[config.mk]
export PLATFORM = sky130hd
export DESIGN_NAME = gne_front
export DESIGN_NICKNAME = d
export VERILOG_FILES = /design/src/sv/gne_pkg.sv /design/src/sv/gne_front.sv
export SDC_FILE = /design/constraint.sdc
export NUM_CORES = 1
export LEC_CHECK = 0
export ABC_AREA = 1
export BUFFER_PORTS_ARGS = -buffer_cell sky130_fd_sc_hd__buf_2
export CAP_MARGIN = 15
export CORE_MARGIN = 2
export CORE_UTILIZATION = 40
export DETAILED_ROUTE_END_ITERATION = 12
export GPL_TIMING_DRIVEN = 0
export PLACE_DENSITY = 0.87
export SKIP_LAST_GASP = 1
export SLEW_MARGIN = 40
export SYNTH_ARGS = -nofsm -noshare
export SYNTH_HDL_FRONTEND = slang
export SYNTH_SLANG_ARGS = --single-unit
[constraint.sdc]
create_clock -name clk -period 1.4 [get_ports clk]
set_input_delay 0.14 -clock clk [delete_from_list [all_inputs] [get_ports clk]]
set_output_delay 0.14 -clock clk [all_outputs]
set_load 0.02 [all_outputs]
[src/sv/gne_pkg.sv]
`timescale 1ns / 1ps
`default_nettype none

package gne_pkg;

  // grid geometry
  localparam int MAX_WIDTH  = 64;
  localparam int MAX_HEIGHT = 64;
  localparam int COORD_W    = 6;
  localparam int DIM_W      = 7;
  localparam int ADDR_W     = 12;
  localparam int COST_W     = 12;
  localparam int WEIGHT_W   = 4;
  localparam int DIR_W      = 3;
  localparam int CFG_DATA_W = 7;
  localparam int CFG_IDX_W  = 2;

  localparam logic [WEIGHT_W-1:0] WEIGHT_MIN = 4'd1;
  localparam logic [WEIGHT_W-1:0] WEIGHT_MAX = 4'd9;
  localparam logic [8:0]          SQRT2_Q8   = 9'd362;

  typedef enum logic [0:0] {
    ACT_WRITE = 1'b0,
    ACT_QUERY = 1'b1
  } action_t;

  typedef enum logic [DIR_W-1:0] {
    DIR_NONE  = 3'd0,
    DIR_EAST  = 3'd1,
    DIR_SOUTH = 3'd2,
    DIR_WEST  = 3'd3,
    DIR_NORTH = 3'd4
  } dir_t;

  typedef enum logic [CFG_IDX_W-1:0] {
    CFG_WIDTH  = 2'd0,
    CFG_HEIGHT = 2'd1,
    CFG_DIAG   = 2'd2
  } cfg_idx_t;

  typedef enum logic [2:0] {
    B_CLEAR,
    B_IDLE,
    B_READ,
    B_EVAL,
    B_EMIT
  } back_state_t;

  typedef struct packed {
    logic                action;
    logic [COORD_W-1:0]  cell_x;
    logic [COORD_W-1:0]  cell_y;
    logic                blocked;
    logic [DIR_W-1:0]    one_way;
    logic [WEIGHT_W-1:0] cost_weight;
  } in_item_t;

  typedef struct packed {
    logic [COORD_W-1:0] neighbor_x;
    logic [COORD_W-1:0] neighbor_y;
    logic [COST_W-1:0]  step_cost;
    logic               diagonal_move;
    logic               found;
    logic               last;
    logic               error;
  } out_item_t;

  // one stored grid cell
  typedef struct packed {
    logic                blocked;
    logic [DIR_W-1:0]    dir;
    logic [WEIGHT_W-1:0] weight;
  } cell_t;

  localparam cell_t CELL_RESET = '{blocked: 1'b0, dir: DIR_NONE, weight: WEIGHT_MIN};

  // classified item handed from front to back
  typedef struct packed {
    logic               is_query;
    logic               error;
    logic [COORD_W-1:0] x;
    logic [COORD_W-1:0] y;
    cell_t              data;
  } q_item_t;

  // effective grid configuration
  typedef struct packed {
    logic [DIM_W-1:0] width;
    logic [DIM_W-1:0] height;
    logic             diag_en;
  } cfg_t;

  // clamp a grid dimension to 1..max
  function automatic logic [DIM_W-1:0] clamp_dim(input logic [DIM_W-1:0] v,
                                                 input logic [DIM_W-1:0] max_v);
    logic [DIM_W-1:0] r;
    if (v == '0) begin
      r = DIM_W'(1);
    end else if (v > max_v) begin
      r = max_v;
    end else begin
      r = v;
    end
    return r;
  endfunction

endpackage

`default_nettype wire

[src/sv/gne_front.sv]
`timescale 1ns / 1ps
`default_nettype none

module gne_front (
  input  wire logic                             clk,
  input  wire logic                             rst,
  input  wire logic                             in_valid,
  output logic                                  in_ready,
  input  wire gne_pkg::in_item_t                in_item,
  input  wire logic                             cfg_valid,
  output logic                                  cfg_ready,
  input  wire logic [gne_pkg::CFG_IDX_W-1:0]    cfg_index,
  input  wire logic [gne_pkg::CFG_DATA_W-1:0]   cfg_data,
  input  wire logic                             q_full,
  input  wire logic                             clearing,
  output logic                                  push,
  output gne_pkg::q_item_t                      push_item,
  output gne_pkg::cfg_t                         cfg
);

  localparam logic [gne_pkg::DIM_W-1:0] MAX_W = gne_pkg::DIM_W'(gne_pkg::MAX_WIDTH);
  localparam logic [gne_pkg::DIM_W-1:0] MAX_H = gne_pkg::DIM_W'(gne_pkg::MAX_HEIGHT);

  logic                          in_bounds;
  logic [gne_pkg::WEIGHT_W-1:0]  wgt_clamped;
  logic [gne_pkg::DIR_W-1:0]     dir_clean;

  assign cfg_ready = 1'b1;
  assign in_ready  = !q_full && !clearing;
  assign push      = in_valid && in_ready;

  // configuration registers, held as effective values
  always_ff @(posedge clk) begin
    if (rst) begin
      cfg.width   <= MAX_W;
      cfg.height  <= MAX_H;
      cfg.diag_en <= 1'b0;
    end else if (cfg_valid && cfg_ready) begin
      case (cfg_index)
        gne_pkg::CFG_WIDTH:  cfg.width   <= gne_pkg::clamp_dim(cfg_data, MAX_W);
        gne_pkg::CFG_HEIGHT: cfg.height  <= gne_pkg::clamp_dim(cfg_data, MAX_H);
        gne_pkg::CFG_DIAG:   cfg.diag_en <= cfg_data[0];
        default: ;
      endcase
    end
  end

  // classify: bounds check and sanitize the written cell
  always_comb begin
    in_bounds = ({1'b0, in_item.cell_x} < cfg.width) &&
                ({1'b0, in_item.cell_y} < cfg.height);

    if (in_item.cost_weight < gne_pkg::WEIGHT_MIN) begin
      wgt_clamped = gne_pkg::WEIGHT_MIN;
    end else if (in_item.cost_weight > gne_pkg::WEIGHT_MAX) begin
      wgt_clamped = gne_pkg::WEIGHT_MAX;
    end else begin
      wgt_clamped = in_item.cost_weight;
    end

    if (in_item.one_way <= gne_pkg::DIR_NORTH) begin
      dir_clean = in_item.one_way;
    end else begin
      dir_clean = gne_pkg::DIR_NONE;
    end

    push_item.is_query = (in_item.action == gne_pkg::ACT_QUERY);
    push_item.error    = !in_bounds;
    push_item.x        = in_item.cell_x;
    push_item.y        = in_item.cell_y;
    if (in_item.blocked) begin
      push_item.data.blocked = 1'b1;
      push_item.data.dir     = gne_pkg::DIR_NONE;
      push_item.data.weight  = gne_pkg::WEIGHT_MIN;
    end else begin
      push_item.data.blocked = 1'b0;
      push_item.data.dir     = dir_clean;
      push_item.data.weight  = wgt_clamped;
    end
  end

endmodule

`default_nettype wire

==> impl_metrics.env, run 1 <==
export IMPL_status="finished with violations"
export IMPL_violations="setup timing"
export IMPL_syn_avg_cell_area_um2=6.81
export IMPL_drive_gt1_share_pct=54.2
export IMPL_gr_usage_met3_pct=4.45
export IMPL_critPathLaunch="cfg[3]"
export IMPL_path_max_fanout=2
export IMPL_top_usage_layer="met2"
export IMPL_antenna_found_initial=0
export IMPL_place_congestion=0.768
export IMPL_clk_pin_slew_ns=0.10
export IMPL_htree_levels=1
export IMPL_tritoncts="yes"
export IMPL_dieArea_mm2=0.00308
export IMPL_final_common_cell="buf_2"
export IMPL_ios=76
export IMPL_syn_cell_area_mm2=0.00106
export IMPL_fin_util_pct=65.7
export IMPL_max_freq_mhz=640
export IMPL_place_hpwl_um=2160
export IMPL_fin_crit_ns=1.56
export IMPL_cts_root_buf="clkbuf_4"
export IMPL_timing_rr_start="cfg[10]"
export IMPL_hold_class="input pin to register"
export IMPL_core_mm2=0.00250
export IMPL_period_share_pct=112
export IMPL_track_usage_pct=18.4
export IMPL_start_kind="register"
export IMPL_area_growth_pct=54.7
export IMPL_min_from="cfg_data[4]"
export IMPL_drc=0
export IMPL_drt_iter0_markers=15
export IMPL_crit_type="register to output port"
export IMPL_fin_hold_ws_ns=0.129
export IMPL_firstDrtPassIters=4
export IMPL_dieHeight_um=55.5
export IMPL_grt_max_degree=11
export IMPL_fillers=241
export IMPL_met2_usage_pct=33.7
export IMPL_crit_required_ns=1.26
export IMPL_pwr_density_cell_mw_per_mm2=690
export IMPL_vdd_drop_max_mv=0.402
export IMPL_largest_register="cfg"
export IMPL_grt_overflow_total=0
export IMPL_wl_per_cell_um=10.2
export IMPL_diodes=0
export IMPL_crit_path_cell_trace="inv_2 -> ha_4 -> a21oi_2 -> nand2_1 -> a21oi_2 -> nand2_1 -> buf_6"
export IMPL_rows=18
export IMPL_max_stage_delay_ns=0.34
export IMPL_vias_per_cell=4.74
export IMPL_power_leakage_nw=0.887
export IMPL_maxCapViolCount=0
export IMPL_vias=1269
export IMPL_cts_sinks=15
export IMPL_first_global_vias=1187
export IMPL_final_cell_mix="buf_2, nand2_1, inv_1, buf_4, a21oi_1"
export IMPL_largest_reg_flops=15
export IMPL_syn_nets=202
export IMPL_seq_area_frac_synth_pct=28.3
export IMPL_end_kind="output port"
export IMPL_cts_max_path_buffers=2
export IMPL_insertion_delay_ns=0.28
export IMPL_grt_use_met1_pct=20.0
export IMPL_largestRegisters="cfg: 15 flops"
export IMPL_rsz0062_at_grt="true"
export IMPL_setup_ws_ns=-0.163
export IMPL_numCtsBuffers=3
export IMPL_critPathBufInv=2
export IMPL_post_place_ws_ns=-0.0129
export IMPL_die_w_um=55.5
export IMPL_synthCells=156
export IMPL_cp_slowest_cell="dfxtp_2"
export IMPL_grt_first_pass_wirelength_um=4640
export IMPL_synth_warnings=0
export IMPL_synth_cell_type_count=19
export IMPL_ant_nets=0
export IMPL_final_nets=285
export IMPL_ys_ff_latch=15
export IMPL_critPathTopFamily="flip-flops"
export IMPL_drv_slew=0
export IMPL_setup_viol=1
export IMPL_cp_arrival_ns=1.42
export IMPL_drt_wl_total_um=2740
export IMPL_initial_utilization_pct=42.5
export IMPL_hold_viol=0
export IMPL_finalClockSkew_ns=0
export IMPL_portBuffers=73
## synth_stat cells
library cell,instances,share of area [%]
nor2_1,14,4.9
conb_1,1,0.35
nand2_1,21,7.4
nor3_1,4,1.9
nor3b_1,1,0.71
nand3_1,7,3.3
nand2_2,1,0.59
o211ai_1,2,1.4
o21ai_0,13,6.1
nor3_4,1,1.5
inv_1,26,9.2
a21oi_1,19,9.0
o21ai_2,1,0.82
buf_4,15,11
o21ai_1,2,0.94
dfxtp_1,15,28
ha_1,10,12
clkbuf_2,1,0.47
inv_2,2,0.71
## path summary, 6_finish.rpt
path                                 endpoint  slack, ns  cells after the start
worst max-delay path            push_item[20]      -0.16                      7
worst min-delay path                   cfg[5]       0.13                      3
worst max register to register        cfg[10]       0.60                      3
worst min register to register         cfg[0]       0.46                      2
## metal layers
metal	wire length (µm)	share of wire (%)	vias to the layer above
met1	1100	40	562
met5	0	0	-
li1	-	-	656
met2	1400	51	46
met3	191	7.0	5
met4	42	1.5	0
## what timing repair did
action | in CTS | in global routing
endpoints found under the hold margin | 0 | 1
gates resized for setup | 28 | 3
hold buffers | 0 | 1
endpoints found under the setup margin | 1 | 1
pin swaps | 14 | 4
setup buffers | 4 | 0
## cell type report
type                       instances  area, µm²  area share (%)
buffer                            16        118            7.16
clock buffer                       3       22.5            1.37
clock inverter                     1       5.00           0.305
inverter                          28        105            6.40
multi-input combinational         97        632            38.5
tap                               30       37.5            2.28
sequential                        15        312            19.0
timing repair buffer              78        412            25.1
## kinds of logic after synthesis
family	count (synthesis)	share of synthesized area (%)
buffers and inverters	44	21.0
DFF	15	28.3
other	1	0.353
adders and majority gates	10	11.8
AOI/OAI and AO/OA	37	18.3
and+or+nand+nor	49	20.4
## metrics by stage
stage,TNS (ns),power [W],instances,area [µm²]
after detailed placement,-0.0129,0.000836,259,1470
after floorplan,0,0.000694,156,1060
after global routing,-0.252,0.00121,268,1640
after global placement,0,0.000827,259,1470
after CTS,-0.170,0.00113,267,1630
final,-0.163,0.00113,268,1640
## power by group
group | switching [W] | internal (W) | total [W] | leakage, nW
clock | 0.000144 | 0.000106 | 0.000250 | 0.0177
sequential | 0.0000135 | 0.000450 | 0.000464 | 0.127
combinational | 0.000234 | 0.000186 | 0.000420 | 0.743
total | 0.000391 | 0.000742 | 0.00113 | 0.887
## worst min-delay path, cell delays in order
cell	delay (ns)
buf_2	0.11
nand2_1	0.08
a21oi_1	0.06
Power figures use the tool's default switching activity.
==> inputs of run 2 (changes only) <==
==> constraint.sdc (replaced) <==
create_clock -name clk -period 1.4 [get_ports clk]
set_input_delay 0.42 -clock clk [delete_from_list [all_inputs] [get_ports clk]]
set_output_delay 0.42 -clock clk [all_outputs]
set_load 0.02 [all_outputs]
==> impl_metrics.env, run 2 (synthesis results as in run 1) <==
export IMPL_drt_iter0_markers=14
export IMPL_vdd_drop_max_mv=0.522
export IMPL_wl_per_cell_um=10.3
export IMPL_place_hpwl_um=2310
export IMPL_hold_viol=0
export IMPL_antenna_found_initial=0
export IMPL_insertion_delay_ns=0.29
export IMPL_crit_path_cell_trace="inv_2 -> ha_4 -> a21oi_2 -> nand2_2 -> a21oi_2 -> nand2_2 -> buf_6"
export IMPL_place_congestion=0.759
export IMPL_ant_nets=0
export IMPL_final_common_cell="buf_2"
export IMPL_initial_utilization_pct=42.5
export IMPL_drive_gt1_share_pct=55.7
export IMPL_cts_max_path_buffers=2
export IMPL_final_cell_mix="buf_2, inv_1, buf_4, nand2_1"
export IMPL_grt_max_degree=11
export IMPL_start_kind="register"
export IMPL_htree_levels=1
export IMPL_path_max_fanout=2
export IMPL_period_share_pct=133
export IMPL_largest_register="cfg"
export IMPL_cts_root_buf="clkbuf_4"
export IMPL_core_mm2=0.00250
export IMPL_rows=18
export IMPL_tritoncts="yes"
export IMPL_crit_type="register to output port"
export IMPL_cp_depth=7
export IMPL_end_kind="output port"
export IMPL_setup_ws_ns=-0.457
export IMPL_drc=0
export IMPL_power_w=0.00113
export IMPL_portBuffers=73
export IMPL_fin_hold_ws_ns=0.292
export IMPL_largestRegisters="cfg: 15 flops"
export IMPL_ctsHoldBuffers=0
export IMPL_max_freq_mhz=539
export IMPL_crit_required_ns=0.98
export IMPL_cp_arrival_ns=1.44
export IMPL_violations="setup timing"
export IMPL_die_w_um=55.5
export IMPL_first_global_vias=1152
export IMPL_clk_pin_slew_ns=0.09
export IMPL_cts_sinks=15
export IMPL_area_growth_pct=56.1
export IMPL_status="finished with violations"
export IMPL_grt_overflow_total=0
export IMPL_firstDrtPassIters=4
export IMPL_max_stage_delay_ns=0.36
export IMPL_numCtsBuffers=3
export IMPL_post_place_ws_ns=-0.392
export IMPL_pwr_density_cell_mw_per_mm2=682
export IMPL_diodes=0
export IMPL_drv_slew=0
export IMPL_vias_per_cell=4.62
export IMPL_track_usage_pct=17.9
export IMPL_drt_wl_total_um=2760
export IMPL_fin_crit_ns=1.86
export IMPL_critPathBufInv=2
export IMPL_critPathTopFamily="flip-flops"
export IMPL_fin_util_pct=66.3
export IMPL_reg2regPathDepth=3
export IMPL_power_leakage_nw=0.888
export IMPL_largest_reg_flops=15
export IMPL_vias=1234
export IMPL_timing_setup_tns_ns=-0.457
export IMPL_grt_first_pass_wirelength_um=4520
export IMPL_maxCapViolCount=0
export IMPL_dieArea_mm2=0.00308
export IMPL_final_nets=284
export IMPL_dieHeight_um=55.5
export IMPL_setup_viol=1
export IMPL_finalClockSkew_ns=0
export IMPL_cp_slowest_cell="dfxtp_4"
export IMPL_hold_depth=2
export IMPL_ios=76
export IMPL_hold_class="input pin to register"
export IMPL_rsz0062_at_grt="true"
-- run 2: path summary, 6_finish.rpt --
path	start	end	slack (ns)
worst min register to register	cfg[0]	cfg[0]	0.47
worst max register to register	cfg[12]	cfg[12]	0.58
worst min-delay path	rst	cfg[0]	0.29
worst max-delay path	cfg[3]	push_item[20]	-0.46
-- run 2: layout make-up --
class                   instances  area [µm²]
plain buffers                  16         118
well taps                      30        37.5
repair buffers                 77         404
multi-input cells              97         639
fillers                       252         842
inverters                      28         105
flip-flops and latches         15         328
clock buffers                   4        26.3
-- run 2: power breakdown --
part	internal, W	switching [W]	leakage, nW
registers	0.000444	0.0000120	0.129
logic	0.000186	0.000237	0.744
clock network	0.000111	0.000142	0.0150
total	0.000740	0.000390	0.888
-- run 2: per-stage QoR --
stage                     cells  instance area [µm²]
after floorplan             156                 1160
after global placement      259                 1560
after detailed placement    259                 1560
after CTS                   267                 1630
after global routing        267                 1660
final                       267                 1660
-- run 2: metal layers --
layer | track usage, % | share of wire, % | vias up
li1 | - | - | 652
met1 | 19.2 | 41 | 551
met2 | 34.4 | 54 | 28
met3 | 4.92 | 4.2 | 3
met4 | 4.18 | 0.58 | 0
met5 | 0 | 0 | -
-- run 2: repair_timing --
action,in CTS,in global routing
setup buffers,4,0
cloned,0,0
resized for setup,8,8
pin swaps,6,2
hold endpoints to repair,0,0
setup endpoints to repair,1,5
