==> src/sv/gne_pkg.sv <==
`timescale 1ns / 1ps
`default_nettype none

package gne_pkg;

  // grid geometry
  localparam int MAX_WIDTH  = 64;
  localparam int MAX_HEIGHT = 64;
  localparam int COORD_W    = 6;
  localparam int DIM_W      = 7;
  localparam int ADDR_W     = 12;
  localparam int COST_W     = 12;
  localparam int WEIGHT_W   = 4;
  localparam int DIR_W      = 3;
  localparam int CFG_DATA_W = 7;
  localparam int CFG_IDX_W  = 2;

  localparam logic [WEIGHT_W-1:0] WEIGHT_MIN = 4'd1;
  localparam logic [WEIGHT_W-1:0] WEIGHT_MAX = 4'd9;
  localparam logic [8:0]          SQRT2_Q8   = 9'd362;

  typedef enum logic [0:0] {
    ACT_WRITE = 1'b0,
    ACT_QUERY = 1'b1
  } action_t;

  typedef enum logic [DIR_W-1:0] {
    DIR_NONE  = 3'd0,
    DIR_EAST  = 3'd1,
    DIR_SOUTH = 3'd2,
    DIR_WEST  = 3'd3,
    DIR_NORTH = 3'd4
  } dir_t;

  typedef enum logic [CFG_IDX_W-1:0] {
    CFG_WIDTH  = 2'd0,
    CFG_HEIGHT = 2'd1,
    CFG_DIAG   = 2'd2
  } cfg_idx_t;

  typedef enum logic [2:0] {
    B_CLEAR,
    B_IDLE,
    B_READ,
    B_EVAL,
    B_EMIT
  } back_state_t;

  typedef struct packed {
    logic                action;
    logic [COORD_W-1:0]  cell_x;
    logic [COORD_W-1:0]  cell_y;
    logic                blocked;
    logic [DIR_W-1:0]    one_way;
    logic [WEIGHT_W-1:0] cost_weight;
  } in_item_t;

  typedef struct packed {
    logic [COORD_W-1:0] neighbor_x;
    logic [COORD_W-1:0] neighbor_y;
    logic [COST_W-1:0]  step_cost;
    logic               diagonal_move;
    logic               found;
    logic               last;
    logic               error;
  } out_item_t;

  // one stored grid cell
  typedef struct packed {
    logic                blocked;
    logic [DIR_W-1:0]    dir;
    logic [WEIGHT_W-1:0] weight;
  } cell_t;

  localparam cell_t CELL_RESET = '{blocked: 1'b0, dir: DIR_NONE, weight: WEIGHT_MIN};

  // classified item handed from front to back
  typedef struct packed {
    logic               is_query;
    logic               error;
    logic [COORD_W-1:0] x;
    logic [COORD_W-1:0] y;
    cell_t              data;
  } q_item_t;

  // effective grid configuration
  typedef struct packed {
    logic [DIM_W-1:0] width;
    logic [DIM_W-1:0] height;
    logic             diag_en;
  } cfg_t;

  // clamp a grid dimension to 1..max
  function automatic logic [DIM_W-1:0] clamp_dim(input logic [DIM_W-1:0] v,
                                                 input logic [DIM_W-1:0] max_v);
    logic [DIM_W-1:0] r;
    if (v == '0) begin
      r = DIM_W'(1);
    end else if (v > max_v) begin
      r = max_v;
    end else begin
      r = v;
    end
    return r;
  endfunction

endpackage

`default_nettype wire

==> src/sv/gne_queue.sv <==
`timescale 1ns / 1ps
`default_nettype none

module gne_queue (
  input  wire logic             clk,
  input  wire logic             rst,
  input  wire logic             push,
  input  wire gne_pkg::q_item_t push_item,
  input  wire logic             pop,
  output gne_pkg::q_item_t      head,
  output logic                  empty,
  output logic                  full
);

  gne_pkg::q_item_t slots [2];
  logic             wr_ptr;
  logic             rd_ptr;
  logic [1:0]       count;

  assign head  = slots[rd_ptr];
  assign empty = (count == 2'd0);
  assign full  = (count == 2'd2);

  // two-entry fifo between classification and execution
  always_ff @(posedge clk) begin
    if (rst) begin
      wr_ptr <= 1'b0;
      rd_ptr <= 1'b0;
      count  <= 2'd0;
    end else begin
      if (push) begin
        wr_ptr <= ~wr_ptr;
      end
      if (pop) begin
        rd_ptr <= ~rd_ptr;
      end
      if (push && !pop) begin
        count <= count + 2'd1;
      end else if (pop && !push) begin
        count <= count - 2'd1;
      end
    end
  end

  always_ff @(posedge clk) begin
    if (push) begin
      slots[wr_ptr] <= push_item;
    end
  end

endmodule

`default_nettype wire

==> config.mk <==
export PLATFORM = sky130hd
export DESIGN_NAME = gne_queue
export DESIGN_NICKNAME = d
export VERILOG_FILES = /design/src/sv/gne_pkg.sv /design/src/sv/gne_queue.sv
export SDC_FILE = /design/constraint.sdc
export NUM_CORES = 1
export LEC_CHECK = 0
export ABC_AREA = 1
export BUFFER_PORTS_ARGS = -buffer_cell sky130_fd_sc_hd__buf_2
export CAP_MARGIN = 20
export CORE_MARGIN = 4
export CORE_UTILIZATION = 51
export DETAILED_ROUTE_END_ITERATION = 8
export GPL_ROUTABILITY_DRIVEN = 0
export HOLD_SLACK_MARGIN = 0.12
export PLACE_DENSITY = 0.78
export SLEW_MARGIN = 20
export SYNTH_ARGS = -nofsm -noshare
export SYNTH_HDL_FRONTEND = slang
export SYNTH_SLANG_ARGS = --single-unit
==> constraint.sdc <==
create_clock -name clk -period 2.6 [get_ports clk]
set_clock_uncertainty 0.2 [all_clocks]
set_input_delay 0.13 -clock clk [delete_from_list [all_inputs] [get_ports clk]]
set_output_delay 0.13 -clock clk [all_outputs]
set_load 0.02 [all_outputs]
==> run metrics, run 1 <==
vias per cell 4.683; first-pass GRT wire length 4974 microns; Syn Inst Count 101; 1st-iter DRT viols 29; Slew @ Worst Pin 0.8615 ns; Clock Power Share 21.8%; layout cells sized above 1 44.57%; sequential power share 61.9%; Net Switching 0.3712 mW; slew margin rel. 42.51%; largest net degree at the start of global routing 24; # IOs 50; Total Routing Usage GR 15.56%; number of enable flip-flop cells after synthesis 44; Routed Antenna Nets 0; Core ar. 0.003390 sq mm; Setup crit end kind output pin; Final setup viols 0; post-placement cell count 196; syn nets 128; clock latency on the worst-skew pair 0.35 ns; wire per inst 13.46 microns; commonest cells in the netlist edfxtp_1 (44), mux2_2 (22), inv_1 (9); mux contribution to synthesized area 13.63%; CP required 2.27 ns; worst setup margin 0.4776 ns; Pleak 0.9691 nW; CP bufs+invs 2; die width 67.71 microns; Tmin final 2.122 ns; Synth top area share 72.68%; n_diodes 0; Pint 1.123 mW; fraction of the mapped netlist area in adder cells 0.6882%; maxcap violations 0; DP Wirelength 2110 microns; switching portion of total power 24.84%; TritonCTS Buffers 5; Comb pwr share 16.3%; CTS tree yes; fmax 471.2 MHz; fin nets 210; final wirelength 3095 microns; Slowest-stage cell, CP dfxtp_1; xor/xnor cell area share of the yosys netlist 0.4818%; Power Density 614.7 mW/mm^2; Max clock buf depth 2; Synth Area in Compound Gates 0.5506%; row count 21; Initial Util 53.64%; largest family of logic cells by synthesized area multiplexers; clk sinks 49; simple-gate share of the synthesized area 3.372%; critical-path maximum fanout 13; synthesized area 0.001818 sq mm; final period utilization 81.63%; largest area contributor in the netlist edfxtp_1; multi-input combinational cell area 342.8 sq um; CP arrival 1.79 ns; VDD IR max 0.0003841 V; Yosys Warn Count 0; initial antenna violation count 0; fin. max-slew vios 0; proportion of synthesized chip area in sequential cells 78.18%; critical-path cell list buf_4 -> mux2_2 -> buf_2; Die Height 67.71 microns; syn_area_per_cell 18.00 sq um; most frequent cell after synthesis edfxtp_1; DRC errors left 0; Synth Register Bits 49; Crit path max-delay family flip-flops; number of buffers inserted by port buffering 49; crit path launch type flip-flop; Worst Setup Path Type reg2out; Worst-path clk slew 0.13 ns; vias in the first global route 1107; slowest stage delay, CP 0.62 ns; drt first pass iters 4; Layout fillers 222; hold crit path type in2reg; sequential cell area 0.001421 sq mm; htree depth 2; largest cells by area after synthesis edfxtp_1 (73%), mux2_2 (14%), dfxtp_1 (5.5%); Die Area 0.004584 sq mm; unrepaired setup endpoints after global routing no; via count 1077; synth-to-layout area growth 33.72%; final hold vios 0; asr flop ratio synth 0%; library cells used by synthesis 14; setup TNS 0 ns; top_reg_cell synth edfxtp_1; Root Buffer clkbuf_4; run status completed; Overflow after GRT 0; r2r setup slk 0.96 ns; Non-Filler Instances 230; post-placement setup slack 0.8811 ns
-- layout make-up --
class                   count  share of cell area (%)
flip-flops and latches     49                   58.47
multi-input cells          41                   14.10
repair buffers             77                   21.41
well taps                  46                   2.367
clock inverters             3                  0.7205
clock buffers               5                   1.544
inverters                   9                   1.390
-- power groups by stage --
stage | combinational [mW] | clock [mW] | sequential, mW
floorplan | 0.144 | 0 | 0.935
global placement | 0.208 | 0 | 0.941
detailed placement | 0.214 | 0 | 0.943
CTS | 0.246 | 0.340 | 0.925
global route | 0.265 | 0.376 | 0.929
finish | 0.243 | 0.326 | 0.925
-- layout by cell type (no fill, tap or decap) --
master / netlist / final
mux2_2: 22 / 22
buf_2: 0 / 49
edfxtp_1: 44 / 44
buf_4: 0 / 2
nand2_1: 5 / 5
a21oi_1: 1 / 1
clkbuf_4: 0 / 5
o21ai_0: 1 / 1
xnor2_1: 1 / 1
nor2_1: 7 / 6
dlygate4sd3_1: 0 / 26
clkinv_2: 0 / 2
inv_1: 9 / 9
nand3_1: 1 / 1
ha_1: 1 / 1
nor2_2: 0 / 1
dfxtp_1: 5 / 5
nor3_1: 1 / 1
nand4_1: 1 / 1
clkinvlp_4: 0 / 1
-- what timing repair did --
| item | CTS | global route |
|---|---|---|
| hold buffers | 26 | 0 |
| endpoints found under the hold margin | 58 | 0 |
| gates resized for setup | 0 | 0 |
| setup buffers | 0 | 0 |
-- routing by layer --
layer / vias to the layer above / GRT usage [%] / part of all wire [%]
met5: - / 0 / 0
met4: 0 / 6.835 / 1.9
met3: 6 / 5.324 / 7.2
met2: 32 / 28.31 / 53
met1: 509 / 15.95 / 38
li1: 530 / - / -
-- stage by stage --
stage | util (%) | hold slack, ns | cell area (sq um) | total power, mW
after CTS | 71.72 | 0.2655 | 2431 | 1.510
after detailed placement | 62.42 | 0.1224 | 2116 | 1.157
after floorplan | - | 0.002383 | 1818 | 1.080
after global placement | 62.42 | 0.1177 | 2116 | 1.148
final | 71.72 | 0.2916 | 2431 | 1.494
after global routing | 71.72 | 0.2617 | 2431 | 1.570
-- cells by family (layout without fill, tap and decap cells) --
logic type / Yosys count / after routing
multiplexers: 22 / 22
buffers and inverters: 11 / 94
flip-flops: 49 / 49
AND/OR/NAND/NOR: 15 / 15
AO/OA/AOI/OAI: 2 / 2
XOR/XNOR: 1 / 1
adder cells (fa/ha/maj): 1 / 1
-- worst paths after layout --
kind / from / end / cells after the start
hold / removal: push_item[12] / slots[1][12] / 2
setup reg to reg: wr_ptr / slots[1][2] / 2
setup / recovery: flip-flop / head[18] / 3
hold reg to reg: count[0] / count[0] / 2
-- flip-flops by register name, summed over array words and instances (netlist names), named ones only --
| register | cells |
|---|---|
| rd_ptr | 1 |
| slots | 44 |
| wr_ptr | 1 |
| count | 2 |
(Power assumes the default switching activity.)
==> run 2: changes to the inputs <==
- ABC_AREA: 1 -> 0
- CORE_UTILIZATION: 51 -> 45
- PLACE_DENSITY: 0.78 -> 0.73
- clock period: 2.6 -> 1.9 ns (I/O delays scaled with it)
==> run 2 against run 1 <==
Sequential share of layout area down 1.8 points; worst setup slack worse by 0.42 ns; combinational power up 55%; global-route usage down 1.6 points; via count down 2.6%; critical path depth up 3; critical endpoint is now count[0]; highest routed layer unchanged.
==> run metrics, run 2 <==
run status completed; Worst Setup Path Type in2reg; first-pass GRT wire length 5299 microns; n_diodes 0; setup TNS 0 ns; Comb pwr share 16.1%; Net Switching 0.5201 mW; final period utilization 97.17%; unrepaired setup endpoints after global routing no; crit path launch type input port; via count 1049; fin area 0.002507 sq mm; final wirelength 3112 microns; post-placement cell count 191; TritonCTS Buffers 5; Die Area 0.005042 sq mm; library cells used by synthesis 15; synthesized area 0.001787 sq mm; final hold vios 0; hold crit path type reg2reg; clock latency on the worst-skew pair 0.28 ns; largest area contributor in the netlist edfxtp_1; Clock Power Share 29.5%; R2R cell count 3; switching portion of total power 22.23%; number of flip-flops in the largest register 44; most common cell after layout, fill and taps aside buf_2; Hold Path Stages 2; # IOs 50; worst hold slack 0.3253 ns; row count 22; layout cells sized above 1 48.86%; most frequent cell after synthesis edfxtp_1; Core ar. 0.003744 sq mm; htree depth 2; Worst-path clk slew 0.08 ns; largest cells by area after synthesis edfxtp_1 (74%), mux2_2 (14%), dfxtp_1 (5.6%); largest net degree at the start of global routing 16; number of setup buffers added after CTS 0; most frequent cells in the layout buf_2 (48), edfxtp_1 (44), dlygate4sd3_1 (26); number of enable flip-flop cells after synthesis 44; synth-to-layout area growth 40.34%; Initial Util 47.73%; Yosys Warn Count 0; asr flop ratio synth 0%; fmax 541.6 MHz; syn_area_per_cell 19.85 sq um; DP Wirelength 2131 microns; Non-Filler Instances 224; syn nets 117; Final setup viols 0; post-placement setup slack 0.5679 ns; Die Height 71.01 microns; DRC errors left 0; largest registers slots x44, count x2; clk sinks 49; vias per cell 4.683; fin. max-slew vios 0; fin nets 202; Pleak 0.9711 nW; 1st-iter DRT viols 42; Routed Antenna Nets 0; commonest cells in the netlist edfxtp_1 (44), mux2_2 (22), dfxtp_1 (5), nor2_1 (5); maxcap violations 0; top_reg_cell synth edfxtp_1; Power Density 933.0 mW/mm^2; wire per inst 13.89 microns; Tmin final 1.846 ns; sequential power share 54.4%; Total Routing Usage GR 13.95%; Pint 1.819 mW; worst setup margin 0.05372 ns; drt first pass iters 4; critical-path maximum fanout 4; CP arrival 1.83 ns; initial antenna violation count 0; Synth Register Bits 49; Syn Inst Count 90; final core utilization 66.98%; Synth top area share 73.95%; post-place instance area 0.002130 sq mm; slew margin rel. 86.30%; Design Power 2.339 mW; Largest Register slots; Setup crit end kind flip-flop; proportion of synthesized chip area in sequential cells 79.55%; Max clock buf depth 2; CTS tree yes; Root Buffer clkbuf_8; VDD IR max 0.0006251 V; Layout fillers 288; CP required 1.89 ns; Overflow after GRT 0; die width 71.01 microns; vias in the first global route 1174; Slew @ Worst Pin 0.2034 ns; number of buffers inserted by port buffering 49
-- run 2: final timing paths --
path	from	slack, ns	end
setup / recovery	push	0.05	count[0]
hold reg to reg	rd_ptr	0.33	rd_ptr
setup reg to reg	count[0]	0.40	count[0]
hold / removal	rd_ptr	0.33	rd_ptr
-- run 2: timing repair --
item	4_1_cts	5_1_grt
hold endpoints to repair	49	0
hold buffers	26	0
resized for setup	0	1
endpoints found under the setup margin	0	1
-- run 2: logic make-up (layout without fill, tap and decap cells) --
kind of cell             after synthesis  after routing  share of synthesized area (%)
buffers and inverters                  3             89                         0.7701
multiplexers                          22             22                          13.87
AO/OA/AOI/OAI                          2              2                         0.5597
flip-flops                            49             49                          79.55
adder cells (fa/ha/maj)                1              1                         0.7002
AND/OR/NAND/NOR                        9              9                          2.592
XOR/XNOR                               4              4                          1.961
-- run 2: final cells by class --
cell class | count | area, sq um | share of cell area [%]
Sequential cell | 49 | 1421 | 56.69
Clock inverter | 3 | 41.29 | 1.647
Timing Repair Buffer | 80 | 545.5 | 21.76
Tap cell | 48 | 60.06 | 2.395
Inverter | 1 | 3.754 | 0.1497
Multi-Input combinational cell | 38 | 366.6 | 14.62
Clock buffer | 5 | 68.82 | 2.745
-- run 2: routing by layer --
layer / wire (microns) / vias to the layer above / GRT usage, %
li1: - / 508 / -
met4: 30 / 0 / 5.637
met2: 1792 / 28 / 26.57
met3: 148 / 4 / 3.835
met1: 1140 / 509 / 14.15
met5: 0 / - / 0
-- run 2: worst max-delay path: stages --
cell and delay (ns):
dlygate4sd3_1 0.54, buf_2 0.16, ha_4 0.27, xor2_1 0.15, dlygate4sd3_1 0.57, nor2_1 0.04
-- run 2: power by group through the flow --
stage / sequential [mW] / clock, mW / combinational (mW)
after floorplan: 1.29 / 0 / 0.207
after global placement: 1.29 / 0 / 0.323
after detailed placement: 1.30 / 0 / 0.331
after CTS: 1.27 / 0.715 / 0.379
after global routing: 1.28 / 0.774 / 0.408
final: 1.27 / 0.689 / 0.376
==> run 3: changes to the inputs <==
- PLACE_DENSITY: 0.73 -> 0.71
==> run 3 against run 2 <==
Design area fell by 0.95%; total power shrank 1.0%; first-iteration DRC count shrank 50%; register-to-register slack better by 0.22 ns; clock power down 1%; cell count fell by 0.45%; count of clock-buffer cells in the layout did not move.
==> run metrics, run 3 (synthesis gave the netlist of run 2 again) <==
run status completed; Comb pwr share 15.7%; Worst Setup Path Type reg2out; sequential power share 55.0%; Final setup viols 0; layout cells sized above 1 49.14%; Overflow after GRT 0; die width 71.01 microns; hold crit path type reg2reg; final hold vios 0; switching portion of total power 21.98%; Layout fillers 291; DRC errors left 0; final period utilization 86.97%; wire per inst 13.53 microns; Net Switching 0.5090 mW; most common cell after layout, fill and taps aside buf_2; vias per cell 4.650; met3 usage 4.403%; 1st-iter DRT viols 21; synth-to-layout area growth 39.01%; Tmin final 1.652 ns; R2R cell count 2; Slowest-stage cell, CP mux2_2; Die Height 71.01 microns; post-placement setup slack 0.5613 ns; drt first pass iters 4; Die Area 0.005042 sq mm; Initial Util 47.73%; Pleak 0.9730 nW; largest registers slots x44, count x2; CP arrival 1.36 ns; Root Buffer clkbuf_8; vias in the first global route 1135; number of flip-flops in the largest register 44; TritonCTS Buffers 5; Power Density 932.2 mW/mm^2; largest net degree at the start of global routing 15; via count 1037; htree depth 2; crit path launch type flip-flop; Worst-path clk slew 0.08 ns; setup TNS 0 ns; DP Wirelength 2084 microns; Core ar. 0.003744 sq mm; fmax 605.2 MHz; most frequent cells in the layout buf_2 (49), edfxtp_1 (44), dlygate4sd3_1 (25); FF-to-FF Start wr_ptr; number of buffers inserted by port buffering 49; met1 GRT Util 13.36%; final wirelength 3018 microns; CP required 1.60 ns; clock latency on the worst-skew pair 0.29 ns; Total Routing Usage GR 12.88%; row count 22; end point of the critical path head[5]; reg-to-reg critical path endpoint slots[1][7]; fin nets 202; Slew @ Worst Pin 0.1839 ns; GR peak layer met2; slew margin rel. 87.74%; Max clock buf depth 2; post-cts resize count 0; # IOs 50; Clock Power Share 29.3%; CTS tree yes; slowest stage delay, CP 0.36 ns; Pint 1.806 mW; worst setup margin 0.2476 ns; unrepaired setup endpoints after global routing no; n_diodes 0; clk sinks 49; Routed Antenna Nets 0; critical-path cell list buf_4 -> mux2_2 -> buf_2; Setup crit end kind output pin; r2r setup slk 0.62 ns; met2 Usage GRT 23.38%; initial antenna violation count 0; VDD IR max 0.0005816 V; Largest Register slots; first-pass GRT wire length 4864 microns; critical-path maximum fanout 12; fin. max-slew vios 0; maxcap violations 0
run 3: cell types whose count changed in the layout (fill, tap and decap cells not counted), sizes merged:
cell | before | now
buf | 54 | 55
clkinvlp | 1 | 0
dlygate4sd3 | 26 | 25
run 3: worst max-delay path, delay by kind of cell (launching register included):
kind	cells	cell delay [ns]
buffers and inverters	2	0.37
flip-flops	1	0.34
multiplexers	1	0.36
run 3: power groups by stage:
stage / logic, mW / clock network (mW) / registers [mW]
after floorplan: 0.207 / 0 / 1.29
after CTS: 0.370 / 0.704 / 1.27
after global routing: 0.395 / 0.750 / 1.28
after detailed placement: 0.329 / 0 / 1.30
after global placement: 0.323 / 0 / 1.29
final: 0.364 / 0.679 / 1.27
run 3: repair_timing:
item / CTS / global route
hold buffers: 25 / 0
buffers inserted: 0 / 0
hold endpoints to repair: 49 / 0
run 3: how the worst min path moves through the flow:
stage | startpoint | end | slack, ns | cells past startpoint
finish | count[1] | count[1] | 0.31 | 2
detailed placement | push_item[5] | slots[0][5] | 0.09 | 1
floorplan | rst | count[1] | -0.04 | 1
CTS | push_item[15] | slots[1][15] | 0.31 | 2
global route | push_item[18] | slots[0][18] | 0.31 | 2
global placement | push_item[15] | slots[1][15] | 0.08 | 1
run 3: area by class of cell:
class | instances | area, sq um | area share, %
clock buffer | 5 | 68.82 | 2.771
tap | 48 | 60.06 | 2.418
multi-input combinational | 38 | 354.1 | 14.26
inverter | 1 | 3.754 | 0.1511
sequential | 49 | 1421 | 57.23
clock inverter | 2 | 35.03 | 1.411
timing repair buffer | 80 | 540.5 | 21.76
run 3: metal layers:
layer	share of wire, %	vias to the layer above
met5	0	-
met4	1.7	0
met3	6.3	5
met2	54	37
met1	38	486
li1	-	509
run 3: per-stage QoR:
step | cells | utilization, % | hold WS (ns) | power [mW] | instance area (sq um)
finish | 223 | 66.34 | 0.3138 | 2.315 | 2484
floorplan | 90 | - | -0.03593 | 1.499 | 1789
detailed placement | 191 | 56.89 | 0.08705 | 1.627 | 2130
CTS | 223 | 66.34 | 0.3090 | 2.347 | 2484
global route | 223 | 66.34 | 0.3117 | 2.424 | 2484
global placement | 191 | 56.89 | 0.08359 | 1.616 | 2130
